===== config.mk =====
export PLATFORM = sky130hd
export DESIGN_NAME = mml_text_to_note_events
export DESIGN_NICKNAME = d
export VERILOG_FILES = /design/src/rtl/mml_pkg.sv /design/src/rtl/mml_text_to_note_events.sv /design/src/rtl/mml_queue.sv /design/src/rtl/mml_front.sv /design/src/rtl/mml_back.sv
export SDC_FILE = /design/constraint.sdc
export NUM_CORES = 1
export LEC_CHECK = 0
export BUFFER_PORTS_ARGS = -buffer_cell sky130_fd_sc_hd__clkbuf_2
export CAP_MARGIN = 0
export CORE_MARGIN = 4
export CORE_UTILIZATION = 50
export DETAILED_ROUTE_END_ITERATION = 10
export GPL_TIMING_DRIVEN = 0
export PLACE_DENSITY = 0.66
export SYNTH_ARGS = -nofsm -noshare
export SYNTH_HDL_FRONTEND = slang
export SYNTH_SLANG_ARGS = --single-unit

===== constraint.sdc =====
create_clock -name i_clk -period 8.44 [get_ports i_clk]
set_input_delay 1.266 -clock i_clk [delete_from_list [all_inputs] [get_ports i_clk]]
set_output_delay 1.266 -clock i_clk [all_outputs]
set_load 0.005 [all_outputs]

===== src/rtl/mml_pkg.sv =====
package mml_pkg;

    localparam int TIME_BITS_DEF = 32;
    localparam int MAX_TRACK_DEF = 15;
    localparam int MAX_DOTS_DEF  = 7;

    localparam logic [15:0] TPB_RESET = 16'd480;
    localparam int DIV_BITS = 18;
    localparam int DUR_BITS = 19;
    localparam int CNT_BITS = 5;

    localparam logic [7:0] CH_LF  = 8'h0a;
    localparam logic [7:0] CH_CR  = 8'h0d;
    localparam logic [7:0] CH_TAB = 8'h09;

    localparam logic [2:0] OCT_RESET   = 3'd4;
    localparam logic [7:0] LEN_RESET   = 8'd8;
    localparam logic [6:0] VOL_RESET   = 7'd127;
    localparam logic [8:0] TEMPO_RESET = 9'd120;

    typedef enum logic [3:0] {
        CMD_NONE,
        CMD_LEN,
        CMD_OCT,
        CMD_PROG,
        CMD_VOL,
        CMD_TEMPO,
        CMD_NOTE_ACC,
        CMD_NOTE_NUM,
        CMD_NOTE_DOT,
        CMD_REST_NUM,
        CMD_REST_DOT
    } t_cmd;

    typedef enum logic [2:0] {
        EV_NOTE_ON  = 3'd0,
        EV_NOTE_OFF = 3'd1,
        EV_PROG     = 3'd2,
        EV_TEMPO    = 3'd3,
        EV_REST     = 3'd4,
        EV_END      = 3'd5
    } t_event;

    typedef enum logic [1:0] {F_IDLE, F_MAIN, F_EOT, F_END} t_fstate;

    typedef enum logic [2:0] {B_IDLE, B_DIV, B_DOT, B_EMIT, B_EMIT2} t_bstate;

    // quiet: no words out, time still advances
    typedef struct packed {
        t_event      op;
        logic [6:0]  key;
        logic [8:0]  value;
        logic [3:0]  chan;
        logic [15:0] den;
        logic [3:0]  dots;
        logic        err;
        logic        last;
        logic        quiet;
    } t_job;

    function automatic logic [7:0] to_lower(input logic [7:0] c);
        logic [7:0] r;
        r = c;
        if (c >= "A" && c <= "Z") r = c + 8'd32;
        return r;
    endfunction

    // {valid, semitone}
    function automatic logic [4:0] semitone(input logic [7:0] lc);
        logic [4:0] r;
        unique case (lc)
            "c":     r = {1'b1, 4'd0};
            "d":     r = {1'b1, 4'd2};
            "e":     r = {1'b1, 4'd4};
            "f":     r = {1'b1, 4'd5};
            "g":     r = {1'b1, 4'd7};
            "a":     r = {1'b1, 4'd9};
            "b":     r = {1'b1, 4'd11};
            default: r = 5'd0;
        endcase
        return r;
    endfunction

    function automatic logic [15:0] clamp_num(input logic [15:0] acc, input logic neg,
                                              input logic [15:0] hi);
        logic [15:0] r;
        if (neg) r = 16'd0;
        else if (acc > hi) r = hi;
        else r = acc;
        return r;
    endfunction

    function automatic logic [15:0] digit_in(input logic [15:0] acc, input logic [7:0] c);
        logic [19:0] v;
        v = ({4'b0, acc} << 3) + ({4'b0, acc} << 1) + {16'b0, c[3:0]};
        return (v > 20'd65535) ? 16'hffff : v[15:0];
    endfunction

endpackage


===== src/rtl/mml_text_to_note_events.sv =====
// Channel   Handshake                 Word
// text in   i_valid / o_ready         i_char_code, i_end_of_text
// events    o_valid / i_ready         o_event_kind .. o_last_of_run
// config    i_cfg_valid / o_cfg_ready i_cfg_ticks_per_beat
//
// Parser takes a byte only when idle, so the next waits until this one is done;
// a final byte also goes through EOT and END. A note or rest is popped, runs
// a restoring divide, adds a halved step per dot, then emits; a 2-deep job queue
// lets the parser run ahead. Reset is synchronous, active low, and clears all
// control state. Either side may stall; the event register holds until taken.
module mml_text_to_note_events #(
    parameter int TIME_BITS = mml_pkg::TIME_BITS_DEF,
    parameter int MAX_TRACK = mml_pkg::MAX_TRACK_DEF,
    parameter int MAX_DOTS  = mml_pkg::MAX_DOTS_DEF
) (
    input  logic        i_clk,
    input  logic        i_rst_n,
    input  logic        i_valid,
    output logic        o_ready,
    input  logic [7:0]  i_char_code,
    input  logic        i_end_of_text,
    output logic        o_valid,
    input  logic        i_ready,
    output logic [2:0]  o_event_kind,
    output logic [31:0] o_event_time,
    output logic [3:0]  o_channel,
    output logic [6:0]  o_key,
    output logic [8:0]  o_value,
    output logic        o_error_seen,
    output logic        o_last_of_run,
    input  logic        i_cfg_valid,
    output logic        o_cfg_ready,
    input  logic [15:0] i_cfg_ticks_per_beat
);

    logic          w_push;
    mml_pkg::t_job w_job_in;
    logic          w_q_ready;
    logic          w_q_valid;
    mml_pkg::t_job w_job_out;
    logic          w_pop;

    assign o_cfg_ready = 1'b1;

    mml_front #(
        .MAX_TRACK (MAX_TRACK),
        .MAX_DOTS  (MAX_DOTS)
    ) u_front (
        .i_clk         (i_clk),
        .i_rst_n       (i_rst_n),
        .i_valid       (i_valid),
        .o_ready       (o_ready),
        .i_char_code   (i_char_code),
        .i_end_of_text (i_end_of_text),
        .o_push        (w_push),
        .o_job         (w_job_in),
        .i_q_ready     (w_q_ready)
    );

    mml_queue u_queue (
        .i_clk   (i_clk),
        .i_rst_n (i_rst_n),
        .i_push  (w_push),
        .i_job   (w_job_in),
        .o_ready (w_q_ready),
        .o_valid (w_q_valid),
        .o_job   (w_job_out),
        .i_pop   (w_pop)
    );

    mml_back #(
        .TIME_BITS (TIME_BITS)
    ) u_back (
        .i_clk                (i_clk),
        .i_rst_n              (i_rst_n),
        .i_cfg_valid          (i_cfg_valid),
        .i_cfg_ticks_per_beat (i_cfg_ticks_per_beat),
        .i_q_valid            (w_q_valid),
        .i_job                (w_job_out),
        .o_pop                (w_pop),
        .o_valid              (o_valid),
        .i_ready              (i_ready),
        .o_event_kind         (o_event_kind),
        .o_event_time         (o_event_time),
        .o_channel            (o_channel),
        .o_key                (o_key),
        .o_value              (o_value),
        .o_error_seen         (o_error_seen),
        .o_last_of_run        (o_last_of_run)
    );

endmodule


===== src/rtl/mml_queue.sv =====
module mml_queue (
    input  logic          i_clk,
    input  logic          i_rst_n,
    input  logic          i_push,
    input  mml_pkg::t_job i_job,
    output logic          o_ready,
    output logic          o_valid,
    output mml_pkg::t_job o_job,
    input  logic          i_pop
);

    mml_pkg::t_job r_mem [2];
    logic          r_wp;
    logic          r_rp;
    logic [1:0]    r_cnt;
    logic          w_push;
    logic          w_pop;

    assign o_ready = (r_cnt != 2'd2);
    assign o_valid = (r_cnt != 2'd0);
    assign o_job   = r_mem[r_rp];
    assign w_push  = i_push && o_ready;
    assign w_pop   = i_pop && o_valid;

    always_ff @(posedge i_clk) begin
        if (w_push) r_mem[r_wp] <= i_job;
    end

    always_ff @(posedge i_clk) begin
        if (!i_rst_n) begin
            r_wp  <= 1'b0;
            r_rp  <= 1'b0;
            r_cnt <= 2'd0;
        end else begin
            if (w_push) r_wp <= ~r_wp;
            if (w_pop) r_rp <= ~r_rp;
            r_cnt <= r_cnt + {1'b0, w_push} - {1'b0, w_pop};
        end
    end

endmodule


===== src/rtl/mml_front.sv =====
module mml_front #(
    parameter int MAX_TRACK = mml_pkg::MAX_TRACK_DEF,
    parameter int MAX_DOTS  = mml_pkg::MAX_DOTS_DEF
) (
    input  logic          i_clk,
    input  logic          i_rst_n,
    input  logic          i_valid,
    output logic          o_ready,
    input  logic [7:0]    i_char_code,
    input  logic          i_end_of_text,
    output logic          o_push,
    output mml_pkg::t_job o_job,
    input  logic          i_q_ready
);

    mml_pkg::t_fstate r_state, n_state;
    mml_pkg::t_cmd    r_cmd, n_cmd;
    logic [7:0]  r_char;
    logic        r_eot;
    logic [2:0]  r_oct, n_oct;
    logic [7:0]  r_deflen, n_deflen;
    logic [6:0]  r_vol, n_vol;
    logic [8:0]  r_tempo, n_tempo;
    logic [3:0]  r_track, n_track;
    logic [15:0] r_acc, n_acc;
    logic        r_neg, n_neg;
    logic [6:0]  r_pitch, n_pitch;
    logic [3:0]  r_dots, n_dots;
    logic        r_comment, n_comment;
    logic        r_err, n_err;
    logic [1:0]  r_n1, n_n1;

    logic        w_stall;
    logic        w_eot_push;
    logic        w_eot_fit;
    logic [7:0]  w_lc;
    logic [4:0]  w_semi;
    logic        w_dig;
    logic [3:0]  w_dots_inc;

    logic          ab_ok;
    mml_pkg::t_cmd ab_cmd;
    logic [15:0]   ab_acc;
    logic          ab_neg;
    logic [6:0]    ab_pitch;
    logic [3:0]    ab_dots;

    logic [1:0]    fl_cnt;
    mml_pkg::t_job fl_job;
    logic [7:0]    fl_deflen;
    logic [2:0]    fl_oct;
    logic [6:0]    fl_vol;
    logic [8:0]    fl_tempo;
    logic [15:0]   w_c255, w_c127, w_c7, w_c500;

    mml_pkg::t_cmd st_cmd;
    logic          st_open;
    logic          st_note;
    logic [2:0]    st_oct;
    logic [3:0]    st_track;
    logic          st_comment;
    logic          st_err;
    logic [6:0]    st_pitch;

    assign o_ready    = (r_state == mml_pkg::F_IDLE);
    assign w_lc       = mml_pkg::to_lower(r_char);
    assign w_semi     = mml_pkg::semitone(w_lc);
    assign w_dig      = (r_char >= "0") && (r_char <= "9");
    assign w_dots_inc = (r_dots < 4'(MAX_DOTS)) ? r_dots + 4'd1 : r_dots;

    assign w_c255 = mml_pkg::clamp_num(r_acc, r_neg, 16'd255);
    assign w_c127 = mml_pkg::clamp_num(r_acc, r_neg, 16'd127);
    assign w_c7   = mml_pkg::clamp_num(r_acc, r_neg, 16'd7);
    assign w_c500 = mml_pkg::clamp_num(r_acc, r_neg, 16'd500);

    // absorb into pending command
    always_comb begin
        ab_ok    = 1'b0;
        ab_cmd   = r_cmd;
        ab_acc   = r_acc;
        ab_neg   = r_neg;
        ab_pitch = r_pitch;
        ab_dots  = r_dots;
        unique case (r_cmd)
            mml_pkg::CMD_LEN, mml_pkg::CMD_OCT, mml_pkg::CMD_PROG,
            mml_pkg::CMD_VOL, mml_pkg::CMD_TEMPO: begin
                if (w_dig) begin
                    ab_ok  = 1'b1;
                    ab_acc = mml_pkg::digit_in(r_acc, r_char);
                end else if (r_char == "-") begin
                    ab_ok  = 1'b1;
                    ab_neg = 1'b1;
                end
            end
            mml_pkg::CMD_NOTE_ACC: begin
                if (r_char == "-") begin
                    ab_ok    = 1'b1;
                    ab_pitch = r_pitch + 7'd127;
                    ab_cmd   = mml_pkg::CMD_NOTE_NUM;
                end else if (r_char == "+" || r_char == "#") begin
                    ab_ok    = 1'b1;
                    ab_pitch = r_pitch + 7'd1;
                    ab_cmd   = mml_pkg::CMD_NOTE_NUM;
                end else if (w_dig) begin
                    ab_ok  = 1'b1;
                    ab_acc = mml_pkg::digit_in(r_acc, r_char);
                    ab_cmd = mml_pkg::CMD_NOTE_NUM;
                end else if (r_char == ".") begin
                    ab_ok   = 1'b1;
                    ab_dots = w_dots_inc;
                    ab_cmd  = mml_pkg::CMD_NOTE_DOT;
                end
            end
            mml_pkg::CMD_NOTE_NUM, mml_pkg::CMD_REST_NUM: begin
                if (w_dig) begin
                    ab_ok  = 1'b1;
                    ab_acc = mml_pkg::digit_in(r_acc, r_char);
                end else if (r_char == "-") begin
                    ab_ok = 1'b1;
                end else if (r_char == ".") begin
                    ab_ok   = 1'b1;
                    ab_dots = w_dots_inc;
                    ab_cmd  = (r_cmd == mml_pkg::CMD_NOTE_NUM) ? mml_pkg::CMD_NOTE_DOT
                                                               : mml_pkg::CMD_REST_DOT;
                end
            end
            mml_pkg::CMD_NOTE_DOT, mml_pkg::CMD_REST_DOT: begin
                if (r_char == ".") begin
                    ab_ok   = 1'b1;
                    ab_dots = w_dots_inc;
                end
            end
            default: ab_ok = 1'b0;
        endcase
    end

    // complete pending command
    always_comb begin
        fl_cnt        = 2'd0;
        fl_deflen     = r_deflen;
        fl_oct        = r_oct;
        fl_vol        = r_vol;
        fl_tempo      = r_tempo;
        fl_job        = '0;
        fl_job.op     = mml_pkg::EV_END;
        fl_job.chan   = r_track;
        fl_job.den    = (r_acc != 16'd0) ? r_acc : {8'b0, r_deflen};
        fl_job.dots   = r_dots;
        unique case (r_cmd)
            mml_pkg::CMD_LEN: fl_deflen = w_c255[7:0];
            mml_pkg::CMD_OCT: fl_oct    = w_c7[2:0];
            mml_pkg::CMD_VOL: fl_vol    = w_c127[6:0];
            mml_pkg::CMD_PROG: begin
                fl_cnt       = 2'd1;
                fl_job.op    = mml_pkg::EV_PROG;
                fl_job.value = {2'b0, w_c127[6:0]};
            end
            mml_pkg::CMD_TEMPO: begin
                fl_cnt       = 2'd1;
                fl_tempo     = w_c500[8:0];
                fl_job.op    = mml_pkg::EV_TEMPO;
                fl_job.value = w_c500[8:0];
                fl_job.chan  = 4'd0;
            end
            mml_pkg::CMD_NOTE_ACC, mml_pkg::CMD_NOTE_NUM, mml_pkg::CMD_NOTE_DOT: begin
                fl_cnt       = 2'd2;
                fl_job.op    = mml_pkg::EV_NOTE_ON;
                fl_job.key   = r_pitch;
                fl_job.value = {2'b0, r_vol};
            end
            mml_pkg::CMD_REST_NUM, mml_pkg::CMD_REST_DOT: begin
                fl_cnt    = 2'd1;
                fl_job.op = mml_pkg::EV_REST;
            end
            default: fl_cnt = 2'd0;
        endcase
    end

    // open a command or act on an immediate one
    always_comb begin
        st_cmd     = mml_pkg::CMD_NONE;
        st_open    = 1'b0;
        st_note    = 1'b0;
        st_oct     = fl_oct;
        st_track   = r_track;
        st_comment = r_comment;
        st_err     = r_err;
        st_pitch   = 7'(({4'b0, fl_oct} << 3) + ({4'b0, fl_oct} << 2) + {3'b0, w_semi[3:0]});
        if (w_semi[4]) begin
            st_cmd  = mml_pkg::CMD_NOTE_ACC;
            st_open = 1'b1;
            st_note = 1'b1;
        end else begin
            unique case (w_lc)
                "l": begin st_cmd = mml_pkg::CMD_LEN;      st_open = 1'b1; end
                "o": begin st_cmd = mml_pkg::CMD_OCT;      st_open = 1'b1; end
                "@": begin st_cmd = mml_pkg::CMD_PROG;     st_open = 1'b1; end
                "v": begin st_cmd = mml_pkg::CMD_VOL;      st_open = 1'b1; end
                "t": begin st_cmd = mml_pkg::CMD_TEMPO;    st_open = 1'b1; end
                "r", "p": begin st_cmd = mml_pkg::CMD_REST_NUM; st_open = 1'b1; end
                "<": if (fl_oct != 3'd7) st_oct = fl_oct + 3'd1;
                ">": if (fl_oct != 3'd0) st_oct = fl_oct - 3'd1;
                "/": if (r_track < 4'(MAX_TRACK)) st_track = r_track + 4'd1;
                "#": st_comment = 1'b1;
                "&", ",", "[", "]", " ", mml_pkg::CH_TAB, mml_pkg::CH_LF, mml_pkg::CH_CR: ;
                default: st_err = 1'b1;
            endcase
        end
    end

    // words that do not fit go out quiet, so time still advances
    assign w_eot_push = (fl_cnt != 2'd0);
    assign w_eot_fit  = (({1'b0, r_n1} + {1'b0, fl_cnt}) <= 3'd2);

    always_comb begin
        unique case (r_state)
            mml_pkg::F_MAIN: w_stall = !r_comment && !ab_ok && (fl_cnt != 2'd0) && !i_q_ready;
            mml_pkg::F_EOT:  w_stall = w_eot_push && !i_q_ready;
            mml_pkg::F_END:  w_stall = !i_q_ready;
            default:         w_stall = 1'b0;
        endcase
    end

    always_comb begin
        n_state = r_state;
        unique case (r_state)
            mml_pkg::F_IDLE: if (i_valid) n_state = mml_pkg::F_MAIN;
            mml_pkg::F_MAIN: if (!w_stall) n_state = r_eot ? mml_pkg::F_EOT : mml_pkg::F_IDLE;
            mml_pkg::F_EOT:  if (!w_stall) n_state = mml_pkg::F_END;
            mml_pkg::F_END:  if (!w_stall) n_state = mml_pkg::F_IDLE;
            default:         n_state = mml_pkg::F_IDLE;
        endcase
    end

    always_comb begin
        n_cmd     = r_cmd;
        n_oct     = r_oct;
        n_deflen  = r_deflen;
        n_vol     = r_vol;
        n_tempo   = r_tempo;
        n_track   = r_track;
        n_acc     = r_acc;
        n_neg     = r_neg;
        n_pitch   = r_pitch;
        n_dots    = r_dots;
        n_comment = r_comment;
        n_err     = r_err;
        n_n1      = r_n1;
        o_push    = 1'b0;
        o_job     = fl_job;
        unique case (r_state)
            mml_pkg::F_MAIN: if (!w_stall) begin
                n_n1 = 2'd0;
                if (r_comment) begin
                    if (r_char == mml_pkg::CH_LF) n_comment = 1'b0;
                end else if (ab_ok) begin
                    n_cmd   = ab_cmd;
                    n_acc   = ab_acc;
                    n_neg   = ab_neg;
                    n_pitch = ab_pitch;
                    n_dots  = ab_dots;
                end else begin
                    o_push     = (fl_cnt != 2'd0);
                    o_job.last = !r_eot;
                    o_job.err  = st_err;
                    n_n1       = fl_cnt;
                    n_deflen   = fl_deflen;
                    n_vol      = fl_vol;
                    n_tempo    = fl_tempo;
                    n_oct      = st_oct;
                    n_track    = st_track;
                    n_comment  = st_comment;
                    n_err      = st_err;
                    n_cmd      = st_cmd;
                    if (st_open) begin
                        n_acc  = 16'd0;
                        n_neg  = 1'b0;
                        n_dots = 4'd0;
                    end
                    if (st_note) n_pitch = st_pitch;
                end
            end
            mml_pkg::F_EOT: if (!w_stall) begin
                o_push      = w_eot_push;
                o_job.last  = 1'b0;
                o_job.err   = r_err;
                o_job.quiet = !w_eot_fit;
                n_deflen    = fl_deflen;
                n_oct       = fl_oct;
                n_vol       = fl_vol;
                n_tempo     = fl_tempo;
                n_cmd       = mml_pkg::CMD_NONE;
            end
            mml_pkg::F_END: begin
                o_push     = !w_stall;
                o_job      = '0;
                o_job.op   = mml_pkg::EV_END;
                o_job.chan = r_track;
                o_job.err  = r_err;
                o_job.last = 1'b1;
            end
            default: o_push = 1'b0;
        endcase
    end

    always_ff @(posedge i_clk) begin
        if (i_valid && o_ready) begin
            r_char <= i_char_code;
            r_eot  <= i_end_of_text;
        end
    end

    always_ff @(posedge i_clk) begin
        if (!i_rst_n) begin
            r_state   <= mml_pkg::F_IDLE;
            r_cmd     <= mml_pkg::CMD_NONE;
            r_oct     <= mml_pkg::OCT_RESET;
            r_deflen  <= mml_pkg::LEN_RESET;
            r_vol     <= mml_pkg::VOL_RESET;
            r_tempo   <= mml_pkg::TEMPO_RESET;
            r_track   <= 4'd0;
            r_acc     <= 16'd0;
            r_neg     <= 1'b0;
            r_pitch   <= 7'd0;
            r_dots    <= 4'd0;
            r_comment <= 1'b0;
            r_err     <= 1'b0;
            r_n1      <= 2'd0;
        end else begin
            r_state   <= n_state;
            r_cmd     <= n_cmd;
            r_oct     <= n_oct;
            r_deflen  <= n_deflen;
            r_vol     <= n_vol;
            r_tempo   <= n_tempo;
            r_track   <= n_track;
            r_acc     <= n_acc;
            r_neg     <= n_neg;
            r_pitch   <= n_pitch;
            r_dots    <= n_dots;
            r_comment <= n_comment;
            r_err     <= n_err;
            r_n1      <= n_n1;
        end
    end

endmodule


===== src/rtl/mml_back.sv =====
module mml_back #(
    parameter int TIME_BITS = mml_pkg::TIME_BITS_DEF
) (
    input  logic          i_clk,
    input  logic          i_rst_n,
    input  logic          i_cfg_valid,
    input  logic [15:0]   i_cfg_ticks_per_beat,
    input  logic          i_q_valid,
    input  mml_pkg::t_job i_job,
    output logic          o_pop,
    output logic          o_valid,
    input  logic          i_ready,
    output logic [2:0]    o_event_kind,
    output logic [31:0]   o_event_time,
    output logic [3:0]    o_channel,
    output logic [6:0]    o_key,
    output logic [8:0]    o_value,
    output logic          o_error_seen,
    output logic          o_last_of_run
);

    localparam int DB = mml_pkg::DIV_BITS;
    localparam int UB = mml_pkg::DUR_BITS;

    mml_pkg::t_bstate r_state, n_state;
    mml_pkg::t_job    r_job;
    logic [15:0]      r_tpb;
    logic [15:0]      r_rem;
    logic [DB-1:0]    r_quo;
    logic [mml_pkg::CNT_BITS-1:0] r_cnt;
    logic [DB-1:0]    r_add;
    logic [UB-1:0]    r_dur;
    logic [3:0]       r_dcnt;
    logic [TIME_BITS-1:0] r_song;

    logic             r_ov;
    mml_pkg::t_event  r_kind;
    logic [TIME_BITS-1:0] r_time;
    logic [3:0]       r_chan;
    logic [6:0]       r_key;
    logic [8:0]       r_value;
    logic             r_err;
    logic             r_last;

    logic             w_timed;
    logic             w_load;
    logic             w_emit;
    logic [16:0]      w_rem_sh;
    logic             w_qbit;
    logic [16:0]      w_rem_sub;
    logic [TIME_BITS+UB-1:0] w_sum_ext;
    logic [TIME_BITS-1:0]    w_sum;
    logic [TIME_BITS+31:0]   w_time_ext;

    assign w_timed = (i_job.op == mml_pkg::EV_NOTE_ON) || (i_job.op == mml_pkg::EV_REST);
    assign w_load  = !r_ov || i_ready;
    assign w_rem_sh  = {r_rem, r_quo[DB-1]};
    assign w_qbit    = (w_rem_sh >= {1'b0, r_job.den});
    assign w_rem_sub = w_rem_sh - {1'b0, r_job.den};
    assign w_sum_ext = {{UB{1'b0}}, r_song} + {{TIME_BITS{1'b0}}, r_dur};
    assign w_sum     = w_sum_ext[TIME_BITS-1:0];
    assign w_time_ext = {32'b0, r_time};

    always_comb begin
        n_state = r_state;
        unique case (r_state)
            mml_pkg::B_IDLE: if (i_q_valid) begin
                if (w_timed && i_job.den != 16'd0) n_state = mml_pkg::B_DIV;
                else n_state = mml_pkg::B_EMIT;
            end
            mml_pkg::B_DIV:  if (r_cnt == '0) n_state = mml_pkg::B_DOT;
            mml_pkg::B_DOT:  if (r_dcnt == 4'd0) n_state = mml_pkg::B_EMIT;
            mml_pkg::B_EMIT: if (r_job.quiet) begin
                n_state = mml_pkg::B_IDLE;
            end else if (w_load) begin
                n_state = (r_job.op == mml_pkg::EV_NOTE_ON) ? mml_pkg::B_EMIT2
                                                            : mml_pkg::B_IDLE;
            end
            mml_pkg::B_EMIT2: if (w_load) n_state = mml_pkg::B_IDLE;
            default: n_state = mml_pkg::B_IDLE;
        endcase
    end

    always_comb begin
        o_pop  = (r_state == mml_pkg::B_IDLE) && i_q_valid;
        w_emit = ((r_state == mml_pkg::B_EMIT) || (r_state == mml_pkg::B_EMIT2)) && w_load &&
                 !r_job.quiet;
    end

    always_ff @(posedge i_clk) begin
        if (o_pop) begin
            r_job <= i_job;
            r_rem <= 16'd0;
            r_quo <= {r_tpb, 2'b00};
            r_cnt <= mml_pkg::CNT_BITS'(DB);
            r_dur <= '0;
        end else if (r_state == mml_pkg::B_DIV) begin
            if (r_cnt == '0) begin
                r_add  <= r_quo;
                r_dur  <= {1'b0, r_quo};
                r_dcnt <= r_job.dots;
            end else begin
                r_rem <= w_qbit ? w_rem_sub[15:0] : w_rem_sh[15:0];
                r_quo <= {r_quo[DB-2:0], w_qbit};
                r_cnt <= r_cnt - 1'b1;
            end
        end else if (r_state == mml_pkg::B_DOT && r_dcnt != 4'd0) begin
            r_add  <= r_add >> 1;
            r_dur  <= r_dur + {2'b0, r_add[DB-1:1]};
            r_dcnt <= r_dcnt - 4'd1;
        end
    end

    always_ff @(posedge i_clk) begin
        if (w_emit) begin
            r_chan <= r_job.chan;
            r_err  <= r_job.err;
            if (r_state == mml_pkg::B_EMIT2) begin
                r_kind  <= mml_pkg::EV_NOTE_OFF;
                r_time  <= r_song;
                r_key   <= r_job.key;
                r_value <= 9'd0;
                r_last  <= r_job.last;
            end else begin
                r_kind  <= r_job.op;
                r_time  <= (r_job.op == mml_pkg::EV_REST) ? w_sum : r_song;
                r_key   <= r_job.key;
                r_value <= r_job.value;
                r_last  <= (r_job.op == mml_pkg::EV_NOTE_ON) ? 1'b0 : r_job.last;
            end
        end
    end

    always_ff @(posedge i_clk) begin
        if (!i_rst_n) begin
            r_state <= mml_pkg::B_IDLE;
            r_tpb   <= mml_pkg::TPB_RESET;
            r_song  <= '0;
            r_ov    <= 1'b0;
        end else begin
            r_state <= n_state;
            if (i_cfg_valid) r_tpb <= i_cfg_ticks_per_beat;
            if ((w_emit || r_job.quiet) && r_state == mml_pkg::B_EMIT &&
                (r_job.op == mml_pkg::EV_NOTE_ON || r_job.op == mml_pkg::EV_REST)) begin
                r_song <= w_sum;
            end
            if (w_emit) r_ov <= 1'b1;
            else if (i_ready) r_ov <= 1'b0;
        end
    end

    assign o_valid       = r_ov;
    assign o_event_kind  = r_kind;
    assign o_event_time  = w_time_ext[31:0];
    assign o_channel     = r_chan;
    assign o_key         = r_key;
    assign o_value       = r_value;
    assign o_error_seen  = r_err;
    assign o_last_of_run = r_last;

endmodule


==> results.tsv <==
metric	value	unit
CTS tree	built	
post-synthesis cell area	20900	µm²
Worst-Margin Slew	1.16	ns
Crit. Startpoint	u_front.r_acc[12]	
GP Congestion	0.907	
Synth cell types	96	
core area	41100	µm²
Nets	2300	
Setup Fix Bufs, Post-CTS	0	
Synth Instances	2014	
Worst R2R Start	u_front.r_acc[12]	
Crit. End Element	flip-flop	
share of cells above drive strength 1	0.124	
Final Hold Vio Count	0	
Async SR Flop Fraction	0	
YS warnings	0	
Multi-input gate area	9780	µm²
number of global-route vias before repair	15327	
initial core utilization	0.508	
commonest cells after routing, fill and taps aside	edfxtp_1, nand2_1, nor2_1, dfxtp_1, a21oi_1	
gr usage total	0.221	
PD cells	274	nW/µm²
CP max-delay cell	a21oi_1	
Slew Limit Headroom	0.223	
CTS clock-pin slew for the worst setup and hold paths	0.06	ns
final-report setup violation count	0	
Final Total Pwr	6460	µW
latest clock arrival within the worst-skew pair	0.56	ns
Layout Skew	0.0171	ns
hold crit path type	flip-flop to flip-flop	
critical-path cell list	or4_1, nor3_1, buf_2, nand2b_1, nor4_1, nor3_1, a21oi_1, fa_1, inv_1, ha_1, inv_1, fa_1, xnor2_1, nand2_1, o21ai_0, mux2i_1, nor2_1	
Synthesized Nets	2163	
die area	45100	µm²
Min Clock Period, post-route	4.63	ns
Synth-to-Final Area Change	12.7	%
storage element area	10400	µm²
HPWL after DPL	37.0	mm
post-synthesis sequential area ratio	0.499	
number of synthesized flops with an enable pin	241	
Synth Flop Type	edfxtp_1	
WL final	50.2	mm
Synth Register Bits	400	
fillers	3577	
CP max stage delay	0.60	ns
hold buffers post-CTS	0	
achievable frequency	216	MHz
Ports	90	
DR iter-0 viols	1216	
H-tree Lvls	2	
CTS resizes	0	
Lkg Pwr	0.00916	µW
antenna violations before repair	0	
placed inst area	22100	µm²
Clock Sinks	400	
average size of a mapped cell	10.4	µm²
number of remaining DRC errors	0	
Final Max Tran Viols	0	
IO Port Bufs	86	
DRT antenna net count	0	
CP startpoint kind	flip-flop	
CTS Buf Count	43	
post-layout instance area	23600	µm²
period utilization	0.548	
WP data required	8.86	ns
setup TNS	0	ns
Vias/cell	5.78	
CTS Buffer Depth	3	
commonest non-fill, non-tap cell in the layout	edfxtp_1	
kind of critical path	flip-flop to flip-flop	
Vias	15713	
die width	212	µm
WL/cell	18.5	µm
HP Start	u_back.r_job[41]	
max cap viols	0	
first-pass GRT wire length	80.6	mm
largest net degree at the start of global routing	34	
diode count	0	
status	finished clean	
Core Rows	74	
CP max FO	10	
Die Ht	212	µm
VDD IR max	0.000160	V
Worst Path Arrival	5.05	ns
RSZ-0062 raised after global routing	false	
CTS Root Cell	clkbuf_16	
grt ovf	0	
First-pass DRT Iterations	5	
[layout make-up]
type                    instances  area share
clock inverters                17     0.00754
multi-input cells            1437       0.415
inverters                      79      0.0126
clock buffers                  62      0.0526
flip-flops and latches        400       0.442
well taps                     532      0.0283
plain buffers                  98      0.0182
repair buffers                 92      0.0233
[through the flow]
stage | utilization | worst slack, ns | instances | hold slack (ns)
after floorplan | - | 2.25 | 2014 | 0.400
after global placement | 0.535 | -0.354 | 2632 | 0.403
after detailed placement | 0.538 | 3.83 | 2638 | 0.405
after CTS | 0.573 | 3.81 | 2717 | 0.417
after global routing | 0.573 | 3.56 | 2717 | 0.423
final | 0.573 | 3.81 | 2717 | 0.412
[power breakdown]
| group | switching [µW] | total [µW] | internal (µW) | leakage [µW] |
|---|---|---|---|---|
| clock | 776 | 1890 | 1120 | 0.000679 |
| combinational | 1200 | 1990 | 789 | 0.00499 |
| sequential | 176 | 2570 | 2400 | 0.00350 |
| total | 2150 | 6460 | 4300 | 0.00916 |
[cell usage after synthesis, types with 35 or more instances]
library cell  number  area, µm²
dfxtp_1          159       3180
o21ai_0          108        541
ha_1             110       1380
edfxtp_1         241       7240
clkbuf_1          72        270
nand3_1           51        255
mux2_2            59        664
nor3_1            44        220
a21oi_1          133        666
mux2i_1           35        350
xnor2_1           50        438
nand2_1          187        702
inv_1             77        289
nor2b_1           38        238
nor2_1           162        608
[per-layer routing]
layer	track usage	wire length (µm)
met1	0.292	22300
met2	0.376	24100
met3	0.0314	2360
met4	0.0724	1430
met5	0	0
[cells by family after synthesis]
kind of cell               count (synthesis)  synth area share
muxes                                     95            0.0491
AOI/OAI and AO/OA                        480             0.153
other                                      1          0.000179
DFF                                      400             0.499
buffers and inverters                    177            0.0345
adders and majority gates                119            0.0745
and+or+nand+nor                          658             0.155
xor gates and xnor gates                  84            0.0352
[worst max-delay path: cells and delay by family (launching register included)]
family,cells,cell delay (ns)
buffers and inverters,3,0.43
adders and majority gates,3,1.08
AOI/OAI and AO/OA,2,0.68
DFF,1,0.36
xor gates and xnor gates,1,0.13
muxes,1,0.14
and+or+nand+nor,7,1.67
[final timing paths]
check	end	slack (ns)	cells after the start
max reg2reg	u_front.r_pitch[5]	3.81	17
min	u_back.o_key[5]	0.41	0
min reg2reg	u_back.o_key[5]	0.41	0
max	u_front.r_pitch[5]	3.81	17
[registers in the layout (all words and copies together) (netlist names), 4 cells and up, named ones only]
name and flops:
u_queue.r_mem 92, u_back.o_value 9, u_back.r_dcnt 4, u_front.r_pitch 7, u_back.r_song 32, u_back.r_add 17
u_front.r_cmd 4, u_back.r_cnt 5, u_front.r_acc 16, u_front.r_vol 7, u_front.r_dots 4, u_front.r_deflen 8
u_front.r_track 4, u_back.r_job 46, u_front.r_char 8, u_back.r_quo 18, u_back.r_tpb 16, u_back.o_event_time 32
u_back.o_key 7, u_back.r_dur 19, u_back.o_channel 4, u_back.r_rem 16
(Power assumes the default switching activity.)
